**config.mk**
```make
export PLATFORM = sky130hd
export DESIGN_NAME = lkw_front_flat
export DESIGN_NICKNAME = d
export VERILOG_FILES = /design/src/rtl/core/lkw_pkg.sv /design/src/rtl/core/lkw_if.sv /design/src/rtl/core/lkw_front.sv /design/src/flat_wrapper.sv
export SDC_FILE = /design/constraint.sdc
export NUM_CORES = 1
export LEC_CHECK = 0
export BUFFER_PORTS_ARGS = -buffer_cell sky130_fd_sc_hd__buf_2
export CORE_MARGIN = 8
export CORE_UTILIZATION = 42
export DETAILED_ROUTE_END_ITERATION = 10
export GPL_TIMING_DRIVEN = 0
export PLACE_DENSITY = 0.81
export SLEW_MARGIN = 10
export SYNTH_ARGS = -nofsm -noshare
export SYNTH_HDL_FRONTEND = slang
export SYNTH_SLANG_ARGS = --single-unit
```
**constraint.sdc**
```tcl
create_clock -name i_clk -period 5.2 [get_ports i_clk]
set_clock_uncertainty 0.05 [all_clocks]
set_input_delay 0.52 -clock i_clk [delete_from_list [all_inputs] [get_ports i_clk]]
set_output_delay 0.52 -clock i_clk [all_outputs]
set_load 0.02 [all_outputs]
```
**src/rtl/core/lkw_pkg.sv**
```systemverilog
// Shared types and constants for the Lanczos-2 kernel weight generator.
// No dependencies; every other file but lkw_if.sv imports this package.
package lkw_pkg;

    localparam int TAP_SLOTS = 15;
    localparam int TERMS     = 9;
    localparam logic [31:0] ONE_Q28 = 32'h1000_0000;
    localparam logic [31:0] PI2_Q28 = 32'd2649351758;
    localparam logic [17:0] CENTER_RAW = 18'h1_0000;
    localparam logic [32:0] TWO_P32 = 33'h1_0000_0000;

    // job handed from front to back
    typedef struct packed {
        logic [15:0] ratio;
        logic [3:0]  taps;
    } t_job;

    typedef struct packed {
        logic        start;
        logic [39:0] dividend;
        logic [23:0] divisor;
    } t_div_req;

    typedef struct packed {
        logic        done;
        logic [39:0] quotient;
    } t_div_rsp;

    typedef enum logic [3:0] {
        B_IDLE, B_TAP, B_TDIV, B_SQ, B_U, B_HMUL, B_HSTART, B_HWAIT, B_HFIX,
        B_L1, B_L2, B_L3, B_NEXT, B_NSTART, B_NWAIT, B_NPUT
    } t_back_state;

    // Horner divisors, sine series then cosine series
    function automatic logic [8:0] horner_div(input logic [3:0] k, input logic is_cos);
        logic [8:0] k2;
        k2 = {4'd0, k, 1'b0};
        return is_cos ? 9'((k2 - 9'd1) * k2) : 9'(k2 * (k2 + 9'd1));
    endfunction

    // floor(2^32 / Horner divisor); estimate is low by at most one for dividends below 2^32
    function automatic logic [31:0] horner_recip(input logic [3:0] k, input logic is_cos);
        logic [31:0] m;
        unique case (k)
            4'd1:    m = is_cos ? 32'(TWO_P32 / 33'd2)   : 32'(TWO_P32 / 33'd6);
            4'd2:    m = is_cos ? 32'(TWO_P32 / 33'd12)  : 32'(TWO_P32 / 33'd20);
            4'd3:    m = is_cos ? 32'(TWO_P32 / 33'd30)  : 32'(TWO_P32 / 33'd42);
            4'd4:    m = is_cos ? 32'(TWO_P32 / 33'd56)  : 32'(TWO_P32 / 33'd72);
            4'd5:    m = is_cos ? 32'(TWO_P32 / 33'd90)  : 32'(TWO_P32 / 33'd110);
            4'd6:    m = is_cos ? 32'(TWO_P32 / 33'd132) : 32'(TWO_P32 / 33'd156);
            4'd7:    m = is_cos ? 32'(TWO_P32 / 33'd182) : 32'(TWO_P32 / 33'd210);
            4'd8:    m = is_cos ? 32'(TWO_P32 / 33'd240) : 32'(TWO_P32 / 33'd272);
            4'd9:    m = is_cos ? 32'(TWO_P32 / 33'd306) : 32'(TWO_P32 / 33'd342);
            default: m = 32'd0;
        endcase
        return m;
    endfunction

endpackage

```
**src/rtl/core/lkw_if.sv**
```systemverilog
// Valid/ready channel interfaces for the kernel generator ports.
// No dependencies.
interface lkw_in_if;
    logic        valid;
    logic        ready;
    logic [15:0] scale_ratio;
    modport source (output valid, output scale_ratio, input ready);
    modport sink   (input valid, input scale_ratio, output ready);
endinterface


```
**src/rtl/core/lkw_front.sv**
```systemverilog
// Front end: accepts a ratio request, fixes zero ratio and works out the tap count.
// Depends on lkw_pkg and lkw_if.
module lkw_front #(
    parameter int MAX_SAMPLES = 29
) (
    input  logic          i_clk,
    input  logic          i_rst_n,
    lkw_in_if.sink        i_in,
    output logic          o_job_valid,
    output lkw_pkg::t_job o_job,
    input  logic          i_job_ready
);
    import lkw_pkg::*;

    logic        r_valid;
    t_job        r_job;
    logic [15:0] ratio;
    logic [9:0]  ceil2;
    logic [10:0] samples;
    logic [5:0]  taps;
    logic [17:0] dbl;

    always_comb begin
        ratio = (i_in.scale_ratio == 16'd0) ? 16'd1 : i_in.scale_ratio;
        dbl   = {1'b0, ratio, 1'b0} + 18'd255;
        ceil2 = dbl[17:8];
        samples = {ceil2, 1'b0} - 11'd1;
        if (samples > 11'(MAX_SAMPLES)) samples = 11'(MAX_SAMPLES);
        if (samples < 11'd3) samples = 11'd3;
        taps = 6'(samples[10:1]) + 6'd1;
        if (taps > 6'(TAP_SLOTS)) taps = 6'(TAP_SLOTS);
    end

    assign i_in.ready  = !r_valid || i_job_ready;
    assign o_job_valid = r_valid;
    assign o_job       = r_job;

    always_ff @(posedge i_clk) begin
        if (!i_rst_n) begin
            r_valid <= 1'b0;
        end else if (i_in.ready) begin
            r_valid <= i_in.valid;
        end
        if (i_in.valid && i_in.ready) begin
            r_job.ratio <= ratio;
            r_job.taps  <= taps[3:0];
        end
    end
endmodule

```
**src/flat_wrapper.sv**
```systemverilog
// flat-port wrapper written by rule: the top's interface ports become plain ports
module lkw_front_flat import lkw_pkg::*;
#(
    parameter int MAX_SAMPLES = 29
)
  (i_clk, i_rst_n, o_job_valid, o_job, i_job_ready, i_in_valid, i_in_scale_ratio, i_in_ready);
  lkw_in_if i_in_i ();
  input  logic i_clk;
  input  logic i_rst_n;
  output logic o_job_valid;
  output lkw_pkg::t_job o_job;
  input  logic i_job_ready;
  input wire logic [$bits(i_in_i.valid)-1:0] i_in_valid;
  input wire logic [$bits(i_in_i.scale_ratio)-1:0] i_in_scale_ratio;
  output wire logic [$bits(i_in_i.ready)-1:0] i_in_ready;
  assign i_in_i.valid = i_in_valid;
  assign i_in_i.scale_ratio = i_in_scale_ratio;
  assign i_in_ready = i_in_i.ready;
  lkw_front #(.MAX_SAMPLES(MAX_SAMPLES)) u_core (.i_clk(i_clk), .i_rst_n(i_rst_n), .i_in(i_in_i), .o_job_valid(o_job_valid), .o_job(o_job), .i_job_ready(i_job_ready));
endmodule
```
==> reports/metrics.cfg <==
[outcome]
status = complete, no violations

[global_route]
grt_pass1_vias = 1071
grtUsageMet3_pct = 2.861
met2_usage_pct = 22.23
grt_max_degree = 21
globalRouteTotalUtil_pct = 11.90
grt_busiest_layer = met2
grt-ovfl-total = 0
antenna_found_initial = 0
grt_pass1_wl_um = 4926
gr-usage-met1_pct = 12.28

[min_path]
hold_path_class = input pin to flop

[place]
io_buffers = 40
dp_hpwl_um = 2305
placed_cells = 184
dp_slack_ns = 0.7522
gp_congestion = 0.9115

[synthesis]
synth-compound-area-share_pct = 14.60
postSynthCellCount = 113
synth_top_family_by_area = simple AND/OR/NAND/NOR gates
synth.area.mux_share_pct = 1.656
yosysSeqAreaShare_pct = 51.35
ys_warn_count = 0
avgSynthCellArea_um2 = 10.70
synthAdderAreaFrac_pct = 2.070
ys_seq_elements = 21
async_reset_ff_share_pct = 0
synth_ff_type = edfxtp_1
synth_nets = 135
yosys.area_share.simple_pct = 19.67
ys_types = 45
syn_area_mm2 = 0.001209
yosys.area_share.xor_xnor_pct = 3.623
synth-edff-count = 20

[floorplan]
die_h_um = 69.65
io_pins = 42
die_x_um = 69.65
die-area_mm2 = 0.004850
coreArea_mm2 = 0.002758
rows = 19
start_util_pct = 43.83

[critical_path]
arrival_ns = 4.14
critPathMaxFanout = 4
crit_path_end_kind = flop
path_cells = buf_2, or4_4, or3_4, a21o_2, nand2_1, ha_1, or3b_2, nor4_1, a211oi_1, o32ai_1, nor3_1, ha_1, a2111o_1
crit_buf_inv = 1
critPathKind = input pin to flop
crit_top_cell = ha_1
crit_path_start_kind = input pin
cp.required_ns = 5.22
crit_path_top_delay_cell = or4_4
critPathMaxStageDelay_ns = 0.54
crit_family = simple AND/OR/NAND/NOR gates

[drt]
vias = 1015
post-route-drc-count = 0
first_pass_iters = 4
viasPerCell = 5.399
drt_iter0_drc = 67
wl_per_cell_um = 15.16
wl_um = 2851
ant_nets = 0

[layout]
utilization_pct = 53.49
diodes = 0
multi_input_area_um2 = 503.0
nets = 180
syn_to_final_growth_pct = 22.05
nFillCells = 242
fin_cells = 188
layout.area.seq_um2 = 620.6
drive_gt1_share_pct = 32.48

[timing]
finalCritPeriodShare_pct = 79.27
min_period_ns = 4.122
slew_headroom_pct = 41.69
slew_violations = 0
hold_viol_final = 0
setup_viol = 0
setup_ws_ns = 1.078
rsz0062_at_grt = no
holdWs_ns = 0.3903
worst_pin_slew_ns = 0.8746
fin_tns_setup_ns = 0
fmax_mhz = 242.6

[cts]
cts_hold_buffers = 0
cts_resized = 0
cts_sinks = 21
path_clk_slew_ns = 0.13
cts_tree = done
clockRootBuffer = clkbuf_4
clk_path_buf_depth = 2
cts_made_buffers = 3
clock_latency_ns = 0.31
cts_max_level = 1
post_cts_buffers = 0

[power_and_ir_drop]
leakagePower_uw = 0.0005857
p_per_area_mw_per_mm2 = 237.1
ir_drop_mv = 0.1652

[flow_run]
cap_violations = 0

cell type report:
| cell class | instances | share of cell area (%) |
|---|---|---|
| repair buffers | 40 | 13.57 |
| clock inverters | 1 | 0.3393 |
| clock buffers | 3 | 1.527 |
| well taps | 31 | 2.629 |
| inverters | 5 | 1.272 |
| flip-flops and latches | 21 | 42.07 |
| plain buffers | 16 | 4.495 |
| multi-input cells | 71 | 34.10 |
synth_stat cells, types with 3 or more instances:
cell type,instances,area (um2)
clkbuf_1,15,56.30
edfxtp_1,20,600.6
inv_1,5,18.77
nand2_1,6,22.52
nor2_1,7,26.28
nor3_1,3,15.01
nor4_1,4,25.02
o21ai_0,4,20.02
xnor2_1,3,26.28
metrics by stage:
step / area [um2] / power [uW]
2_1_floorplan: 1209 / 243.8
3_3_place_gp: 1448 / 268.3
3_5_place_dp: 1448 / 271.0
4_1_cts: 1475 / 348.8
5_1_grt: 1475 / 365.4
6_report: 1475 / 349.8
kinds of logic (layout without fill, tap and decap cells):
family,Yosys count,count (layout)
AO/OA/AOI/OAI,23,23
XOR/XNOR,5,5
adder cells (fa/ha/maj),2,2
buffers and inverters,21,65
flip-flops,21,21
multiplexers,2,2
AND/OR/NAND/NOR,39,39
path summary, 6_finish.rpt:
kind	start	to	slack, ns	cells after the start
worst max-delay path	i_in_scale_ratio[5]	u_core.o_job[0]	1.08	13
worst min-delay path	i_rst_n	u_core.o_job_valid	0.39	2
worst max register to register	u_core.o_job_valid	u_core.o_job[1]	3.64	2
worst min register to register	u_core.o_job_valid	u_core.o_job_valid	0.50	2
where the power goes:
part           total (uW)  internal (uW)  switching (uW)
Clock                82.8           28.7            54.0
Combinational        69.7           25.4            44.3
Sequential            197            195            1.82
Total                 350            250             100
state kept, by name, indices dropped and copies added (netlist names):
signal / flops
u_core.o_job_valid: 1
u_core.o_job: 20
routing by layer:
| metal | vias up | routed length, um |
|---|---|---|
| met3 | 5 | 168 |
| met1 | 463 | 1117 |
| met2 | 36 | 1518 |
| li1 | 511 | - |
| met5 | - | 0 |
| met4 | 0 | 47 |
layout by cell type, fill, tap and decap left out, types with 2 or more instances in the layout:
cell type	count
nor2_1	7
ha_1	2
o211ai_1	2
xor2_1	2
inv_1	5
a211oi_1	2
a21oi_1	2
o21ai_0	4
edfxtp_1	20
or4_1	2
clkbuf_1	15
nor3_1	3
nand4_1	2
nand2_1	6
mux2i_1	2
nor4_1	4
clkbuf_4	3
or3_1	2
buf_2	40
xnor2_1	3
nand2b_1	2
Power figures use the tool's default switching activity.
