### config.mk
export PLATFORM = sky130hd
export DESIGN_NAME = lkw_queue
export DESIGN_NICKNAME = d
export VERILOG_FILES = /design/src/rtl/core/lkw_pkg.sv /design/src/rtl/core/lkw_queue.sv
export SDC_FILE = /design/constraint.sdc
export NUM_CORES = 1
export LEC_CHECK = 0
export ABC_CLOCK_PERIOD_IN_PS = 4500
export BUFFER_PORTS_ARGS = -buffer_cell sky130_fd_sc_hd__buf_2
export CAP_MARGIN = 20
export CORE_MARGIN = 2
export CORE_UTILIZATION = 50
export DETAILED_ROUTE_END_ITERATION = 16
export GPL_TIMING_DRIVEN = 1
export PLACE_DENSITY = 0.77
export REMOVE_ABC_BUFFERS = 1
export SKIP_CTS_REPAIR_TIMING = 1
export SLEW_MARGIN = 20
export SYNTH_ARGS = -nofsm -noshare
export SYNTH_HDL_FRONTEND = slang
export SYNTH_SLANG_ARGS = --single-unit
### constraint.sdc
create_clock -name i_clk -period 4.5 [get_ports i_clk]
set_input_delay 0 -clock i_clk [delete_from_list [all_inputs] [get_ports i_clk]]
set_output_delay 0 -clock i_clk [all_outputs]
set_load 0.05 [all_outputs]
### src/rtl/core/lkw_pkg.sv
// Shared types and constants for the Lanczos-2 kernel weight generator.
// No dependencies; every other file but lkw_if.sv imports this package.
package lkw_pkg;

    localparam int TAP_SLOTS = 15;
    localparam int TERMS     = 9;
    localparam logic [31:0] ONE_Q28 = 32'h1000_0000;
    localparam logic [31:0] PI2_Q28 = 32'd2649351758;
    localparam logic [17:0] CENTER_RAW = 18'h1_0000;
    localparam logic [32:0] TWO_P32 = 33'h1_0000_0000;

    // job handed from front to back
    typedef struct packed {
        logic [15:0] ratio;
        logic [3:0]  taps;
    } t_job;

    typedef struct packed {
        logic        start;
        logic [39:0] dividend;
        logic [23:0] divisor;
    } t_div_req;

    typedef struct packed {
        logic        done;
        logic [39:0] quotient;
    } t_div_rsp;

    typedef enum logic [3:0] {
        B_IDLE, B_TAP, B_TDIV, B_SQ, B_U, B_HMUL, B_HSTART, B_HWAIT, B_HFIX,
        B_L1, B_L2, B_L3, B_NEXT, B_NSTART, B_NWAIT, B_NPUT
    } t_back_state;

    // Horner divisors, sine series then cosine series
    function automatic logic [8:0] horner_div(input logic [3:0] k, input logic is_cos);
        logic [8:0] k2;
        k2 = {4'd0, k, 1'b0};
        return is_cos ? 9'((k2 - 9'd1) * k2) : 9'(k2 * (k2 + 9'd1));
    endfunction

    // floor(2^32 / Horner divisor); estimate is low by at most one for dividends below 2^32
    function automatic logic [31:0] horner_recip(input logic [3:0] k, input logic is_cos);
        logic [31:0] m;
        unique case (k)
            4'd1:    m = is_cos ? 32'(TWO_P32 / 33'd2)   : 32'(TWO_P32 / 33'd6);
            4'd2:    m = is_cos ? 32'(TWO_P32 / 33'd12)  : 32'(TWO_P32 / 33'd20);
            4'd3:    m = is_cos ? 32'(TWO_P32 / 33'd30)  : 32'(TWO_P32 / 33'd42);
            4'd4:    m = is_cos ? 32'(TWO_P32 / 33'd56)  : 32'(TWO_P32 / 33'd72);
            4'd5:    m = is_cos ? 32'(TWO_P32 / 33'd90)  : 32'(TWO_P32 / 33'd110);
            4'd6:    m = is_cos ? 32'(TWO_P32 / 33'd132) : 32'(TWO_P32 / 33'd156);
            4'd7:    m = is_cos ? 32'(TWO_P32 / 33'd182) : 32'(TWO_P32 / 33'd210);
            4'd8:    m = is_cos ? 32'(TWO_P32 / 33'd240) : 32'(TWO_P32 / 33'd272);
            4'd9:    m = is_cos ? 32'(TWO_P32 / 33'd306) : 32'(TWO_P32 / 33'd342);
            default: m = 32'd0;
        endcase
        return m;
    endfunction

endpackage

### src/rtl/core/lkw_queue.sv
// Two-entry request queue between front and back.
// Depends on lkw_pkg.
module lkw_queue (
    input  logic          i_clk,
    input  logic          i_rst_n,
    input  logic          i_push_valid,
    input  lkw_pkg::t_job i_push_data,
    output logic          o_push_ready,
    output logic          o_pop_valid,
    output lkw_pkg::t_job o_pop_data,
    input  logic          i_pop_ready
);
    import lkw_pkg::*;

    t_job       r_mem [2];
    logic       r_wp;
    logic       r_rp;
    logic [1:0] r_cnt;
    logic       push;
    logic       pop;

    assign o_push_ready = (r_cnt != 2'd2);
    assign o_pop_valid  = (r_cnt != 2'd0);
    assign o_pop_data   = r_mem[r_rp];
    assign push = i_push_valid && o_push_ready;
    assign pop  = o_pop_valid && i_pop_ready;

    always_ff @(posedge i_clk) begin
        if (!i_rst_n) begin
            r_wp  <= 1'b0;
            r_rp  <= 1'b0;
            r_cnt <= 2'd0;
        end else begin
            if (push) r_wp <= !r_wp;
            if (pop)  r_rp <= !r_rp;
            r_cnt <= r_cnt + {1'b0, push} - {1'b0, pop};
        end
        if (push) r_mem[r_wp] <= i_push_data;
    end
endmodule

==> results_dict.tcl, run 1 <==
set metrics [dict create \
    max_freq_mhz 527 \
    antenna_found_initial 0 \
    ant_nets 0 \
    drcViolationCount 0 \
    tns_ns 0 \
    p_comb_share_pct 30.2 \
    yosysSeqAreaShare_pct 76.5 \
    core_area_um2 3310 \
    cpMaxStageDelayCell "dfxtp_1" \
    diodes 0 \
    clock-skew-final_ns 0.00261 \
    syn-cell-area_um2 1700 \
    dp_hpwl_um 1740 \
    h-tree-depth 2 \
    cts.sinks 45 \
    p_total_mw 1.20 \
    die_h_um 62.3 \
    placement.io_buffers 45 \
    worst_slew_pin_slew_ns 0.906 \
    swShare_pct 34.1 \
    synth_area_per_cell_um2 18.5 \
    yosys_warnings 0 \
    cp_top_family "flip-flops" \
    cts_root_buf "clkbuf_4" \
    num-nets-final 189 \
    first_pass_iters 3 \
    post-route-period-util_pct 42.1 \
    vias 1017 \
    cp_max_fo 20 \
    worstPathArrival_ns 1.90 \
    crit_path_start_kind "flip-flop" \
    io_pins 46 \
    crit_chain "mux2_1, buf_2" \
    p_per_area_nw_per_um2 522 \
    critical_path_class "reg2out" \
    area_growth_syn_to_layout_pct 35.0 \
    max-slew-margin-rel_pct 39.6 \
    rows 21 \
    die_w_um 62.3 \
    clk_pin_slew_ns 0.12 \
    cts_buffers 5 \
    synth-seq-cells 45 \
    cp-end-kind "output pin" \
    peakVddDrop_mv 0.349 \
    maxCapViolations 0 \
    rsz0062_at_grt "false" \
    clkPwrFrac_pct 24.4 \
    synth_area_leaders "edfxtp_1 71%, mux2_1 13%, dfxtp_1 5.9%" \
    period_needed_ns 1.90 \
    p_sw_uw 409 \
    finalMaxSlewViolations 0 \
    setup_violations 0 \
    yosysUniqueCellTypes 24 \
    hold_path.class "in2reg" \
    cts_tree "yes" \
    synth.top_cell.area_share_pct 70.6 \
    p_seq_share_pct 45.4 \
    p_leak_nw 0.899 \
    grt_pass1_vias 931 \
    clk_latency_ns 0.35 \
    gp_congestion 0.623 \
    drive_above_1_share_pct 33.3 \
    status "completed" \
    grt.overflow.total 0 \
    yosys.area.top_type "edfxtp_1" \
    clockBufferDepth 2 \
    avgViaCountPerCell 4.82 \
    grt_pass1_wl_um 4110 \
    p_int_uw 789 \
    wl_per_cell_um 13.6 \
    drtIter0Drc 39 \
    wl_um 2870 \
    syn-instance-count 92 \
    initial_core_util_pct 51.4 \
    path_buf_inv 1 \
    dieArea_um2 3880 \
    grt_use_total_pct 14.2 \
    required_ns 4.50 \
    grt_max_degree 21 \
    cpPeakStageDelay_ns 0.93 \
    hold_violations 0 \
]
stage by stage:
stage / util [%] / cell area [um2] / instances / hold WS (ns) / setup slack, ns
final: 69.4 / 2300 / 211 / 0.0824 / 2.60
after CTS: 62.7 / 2080 / 189 / -0.177 / 2.56
after global routing: 69.4 / 2300 / 211 / 0.0905 / 2.45
after floorplan: - / 1690 / 90 / 0.0989 / 2.58
after detailed placement: 59.6 / 1970 / 181 / 0.193 / 2.68
after global placement: 59.6 / 1970 / 181 / 0.190 / 2.79
placed cells by master (no fill, tap or decap):
| master | instances |
|---|---|
| a21bo_1 | 1 |
| a21oi_1 | 1 |
| and2_1 | 1 |
| and3_1 | 2 |
| buf_2 | 45 |
| bufinv_16 | 2 |
| clkbuf_4 | 5 |
| clkinv_2 | 1 |
| dfxtp_1 | 5 |
| dlygate4sd3_1 | 22 |
| edfxtp_1 | 40 |
| ha_1 | 1 |
| inv_1 | 2 |
| mux2_1 | 20 |
| nand2b_1 | 1 |
| nand3_1 | 1 |
| nand3b_1 | 1 |
| nor2_1 | 4 |
| nor2b_1 | 1 |
| nor3_2 | 1 |
| nor4_1 | 1 |
| nor4bb_1 | 1 |
| o21ai_0 | 1 |
| o21ai_1 | 1 |
| o21ba_1 | 1 |
| o31a_1 | 1 |
| or2_2 | 1 |
| xor2_1 | 1 |
layer usage:
| metal | routed length, um | global-route usage (%) | vias up |
|---|---|---|---|
| met5 | 0 | 0 | - |
| met4 | 44 | 4.17 | 0 |
| met3 | 145 | 6.70 | 6 |
| met2 | 1520 | 24.2 | 30 |
| met1 | 1170 | 15.9 | 485 |
| li1 | - | - | 496 |
power by group through the flow:
| stage | Combinational (mW) | Sequential (mW) | Clock, mW |
|---|---|---|---|
| final | 0.362 | 0.544 | 0.292 |
| after global routing | 0.385 | 0.551 | 0.316 |
| after CTS | 0.350 | 0.545 | 0.298 |
| after detailed placement | 0.349 | 0.555 | 0 |
| after global placement | 0.343 | 0.550 | 0 |
| after floorplan | 0.278 | 0.543 | 0 |
synthesized netlist by cell type (all sizes together):
cell type  instances
nor2b              1
and3               2
or2                1
o21ai              2
and2               1
a21oi              1
nor4bb             1
inv                2
dfxtp              5
nand3b             1
edfxtp            40
buf                2
o21ba              1
nor3               1
ha                 1
xor2               1
nand3              1
nor4               1
mux2              20
a21bo              1
nor2               4
o31a               1
nand2b             1
layout make-up:
type | count | area (um2)
repair buffers | 67 | 445
flip-flops and latches | 45 | 1300
clock inverters | 3 | 65.1
multi-input cells | 43 | 382
inverters | 2 | 7.51
fillers | 245 | 1010
clock buffers | 5 | 37.5
well taps | 46 | 57.6
registers in the layout (all words and copies together) (netlist names), named ones only:
signal and flops:
r_wp 1, r_mem 40, r_rp 1, r_cnt 2
final timing paths:
path	startpoint	endpoint	slack, ns	cells after the start
max	flip-flop	o_pop_data[0]	2.60	2
min	i_pop_ready	flip-flop	0.08	4
max reg2reg	r_cnt[0]	r_mem[1][3]	2.71	2
min reg2reg	r_rp	flip-flop	0.53	2
logic make-up (layout without fill, tap and decap cells):
| kind of cell | Yosys count | after routing | synth area share, % |
|---|---|---|---|
| simple gates | 15 | 15 | 5.37 |
| mux | 20 | 20 | 13.2 |
| buf+inv | 4 | 77 | 1.03 |
| fa+ha+maj | 1 | 1 | 0.736 |
| xor+xnor | 1 | 1 | 0.515 |
| compound gates | 6 | 6 | 2.57 |
| flops | 45 | 45 | 76.5 |
worst register-to-register path, stage by stage, from the launching register on:
cell and delay [ns]:
dfxtp_1 0.45, nand2b_1 0.20, and3_1 0.78
Note: power is estimated with default switching activity, not from simulation.
==> run 2: changes to the inputs <==
Settings changed: ABC_AREA from default to 1, ABC_CLOCK_PERIOD_IN_PS 4500 to 1900.
Clock period 4.5 ns to 1.9 ns, I/O delays scaled along.
==> run 2 against run 1 <==
Against the previous run: area after synthesis rose by 0.22%; via count rose by 0.49%; critical path type unchanged; register-to-register slack got worse by 2.2 ns; clock power rose by 45%; setup slack got worse by 2.2 ns; first-iteration DRC count fell by 46%; non-clock buffer count rose by 3; critical path depth rose by 1; largest cell class unchanged; sequential power rose by 140%; clock-buffer cell count rose by 2; flip-flop and latch count did not move.
==> results_dict.tcl, run 2 <==
set metrics [dict create \
    fillers 256 \
    synth_area_leaders "edfxtp_1 70%, mux2_2 13%, dfxtp_1 5.9%" \
    die_w_um 62.4 \
    grt_pass1_vias 919 \
    dp_hpwl_um 1800 \
    wl_um 2780 \
    holdPathEnd "r_wp" \
    maxCapViolations 0 \
    cp_top_family "buffers and inverters" \
    final_cell_area_um2 2260 \
    critical_path_class "reg2out" \
    max-slew-margin-rel_pct 81.1 \
    clk_latency_ns 0.34 \
    top_register "r_mem" \
    clk_pin_slew_ns 0.12 \
    rr_endpoint "r_cnt[1]" \
    r2r_cells 9 \
    cpMaxStageDelayCell "dfxtp_1" \
    core_area_um2 3310 \
    synth-edff-count 40 \
    synth-seq-cells 45 \
    placement.io_buffers 45 \
    wl_met3_um 102 \
    h-tree-depth 2 \
    yosysSeqAreaShare_pct 76.4 \
    m1WireLength_um 1170 \
    num-nets-final 198 \
    yosysUniqueCellTypes 15 \
    ys.flop_type "edfxtp_1" \
    dr.max_layer_used "met4" \
    io_pins 46 \
    place_ws_ns 0.530 \
    grt.overflow.total 0 \
    peakVddDrop_mv 0.777 \
    ant_nets 0 \
    finalMaxSlewViolations 0 \
    clock-skew-final_ns 0.00650 \
    vias 1022 \
    synth_area_per_cell_um2 17.4 \
    largest_reg_flops 40 \
    dieArea_um2 3890 \
    final_common_cell "buf_2" \
    cp-end-kind "output pin" \
    cts_tree "yes" \
    antenna_found_initial 0 \
    cts_buffers 5 \
    post-route-util_pct 68.3 \
    synthArstFlopShare_pct 0 \
    crit_chain "buf_4, mux2_2, buf_2" \
    grt_max_degree 22 \
    wl_per_cell_um 12.7 \
    path_buf_inv 2 \
    layout_common_cells "45 x buf_2, 40 x edfxtp_1, 21 x dlygate4sd3_1" \
    cts.sinks 45 \
    hold_path_startpoint "i_push_valid" \
    reg_top3 "r_mem (40), r_cnt (2)" \
    synth.top_cell.area_share_pct 70.5 \
    hold_path.class "in2reg" \
    grt_use_total_pct 14.8 \
    worst_slew_pin_slew_ns 0.284 \
    yosys_warnings 0 \
    p_leak_nw 0.888 \
    avgViaCountPerCell 4.65 \
    dpl_cell_area_um2 2000 \
    drtIter0Drc 21 \
    yosys.area.top_type "edfxtp_1" \
    drcViolationCount 0 \
    die_h_um 62.4 \
    synth_commonest_cells "40 x edfxtp_1, 20 x mux2_2, 9 x nand2_1" \
    finalWorstSetupSlack_ns 0.447 \
    first_pass_iters 4 \
    diodes 0 \
    syn-instance-count 98 \
    setup_violations 0 \
    initial_core_util_pct 51.5 \
    rows 21 \
    gp_congestion 0.805 \
    worstReg2RegStart "r_cnt[1]" \
    grt_pass1_wl_um 4170 \
    post-route-period-util_pct 76.5 \
    required_ns 1.90 \
    worstPathArrival_ns 1.45 \
    cts_root_buf "clkbuf_4" \
    crit_path_start_kind "flip-flop" \
    p_per_area_nw_per_um2 1330 \
    period_needed_ns 1.45 \
    drive_above_1_share_pct 46.6 \
    synth.most_common_cell "edfxtp_1" \
    reg2reg_setup_slack_ns 0.50 \
    met2_length_um 1470 \
    tns_ns 0 \
    rsz0062_at_grt "false" \
    hold_depth 5 \
    max_freq_mhz 688 \
    status "completed" \
    hold_violations 0 \
    clockBufferDepth 2 \
    cp_max_fo 11 \
    area_growth_syn_to_layout_pct 32.6 \
    cpPeakStageDelay_ns 0.35 \
    syn-cell-area_um2 1700 \
]
## run 2: changes by cell type after synthesis, moves of 2 or more
| cell | previous run | this run |
|---|---|---|
| buf_6 | 0 | 2 |
| nor2_2 | 0 | 2 |
| mux2_2 | 0 | 20 |
| nand2_1 | 0 | 9 |
| nor2_1 | 4 | 6 |
| mux2_1 | 20 | 0 |
| buf_2 | 2 | 0 |
| and3_1 | 2 | 0 |
| inv_1 | 2 | 7 |
## run 2: power by group
| group | switching (mW) | internal [mW] | total [mW] |
|---|---|---|---|
| Clock | 0.277 | 0.146 | 0.423 |
| Combinational | 0.886 | 0.381 | 1.27 |
| Sequential | 0.0551 | 1.26 | 1.31 |
| Total | 1.22 | 1.79 | 3.00 |
## run 2: logic make-up after synthesis
family | Yosys count | synth area share [%]
AO/OA/AOI/OAI | 1 | 0.293
XOR/XNOR | 1 | 0.514
adder cells (fa/ha/maj) | 1 | 0.734
buffers and inverters | 9 | 2.86
flip-flops | 45 | 76.4
multiplexers | 20 | 13.2
AND/OR/NAND/NOR | 21 | 6.02
## run 2: layout make-up
| class | count | area (um2) | share of cell area (%) |
|---|---|---|---|
| clock buffer | 7 | 45.0 | 1.99 |
| clock inverter | 1 | 7.51 | 0.332 |
| inverter | 7 | 26.3 | 1.16 |
| multi-input combinational | 44 | 357 | 15.8 |
| sequential | 45 | 1300 | 57.6 |
| tap | 46 | 57.6 | 2.55 |
| timing repair buffer | 70 | 465 | 20.6 |
## run 2: worst max path at each step
stage	end	slack (ns)	cells past startpoint	from
2_1_floorplan	r_mem[0][0]	-0.13	4	r_cnt[0]
5_1_grt	r_cnt[1]	0.34	10	r_cnt[0]
3_5_place_dp	r_cnt[1]	0.53	9	r_cnt[1]
6_report	o_pop_data[18]	0.45	3	flip-flop
3_3_place_gp	r_cnt[1]	0.62	11	r_cnt[0]
4_1_cts	o_pop_data[7]	0.40	3	flip-flop
## run 2: metrics by stage
step	total power [mW]	hold slack, ns	instances
floorplan	2.29	0.0935	96
global placement	2.55	0.188	191
detailed placement	2.58	0.192	191
CTS	3.01	-0.185	199
global route	3.16	0.0492	220
finish	3.00	0.0301	220
## run 2: tightest hold or removal path: stages
cell     delay, ns
buf_2         0.10
nand2_4       0.08
nand2_1       0.06
nand2_1       0.04
nor2_1        0.07
## run 2: routing by layer
metal	track usage, %	vias to the layer above
li1	-	503
met1	16.1	488
met2	24.9	26
met3	5.05	5
met4	9.17	0
met5	0	-
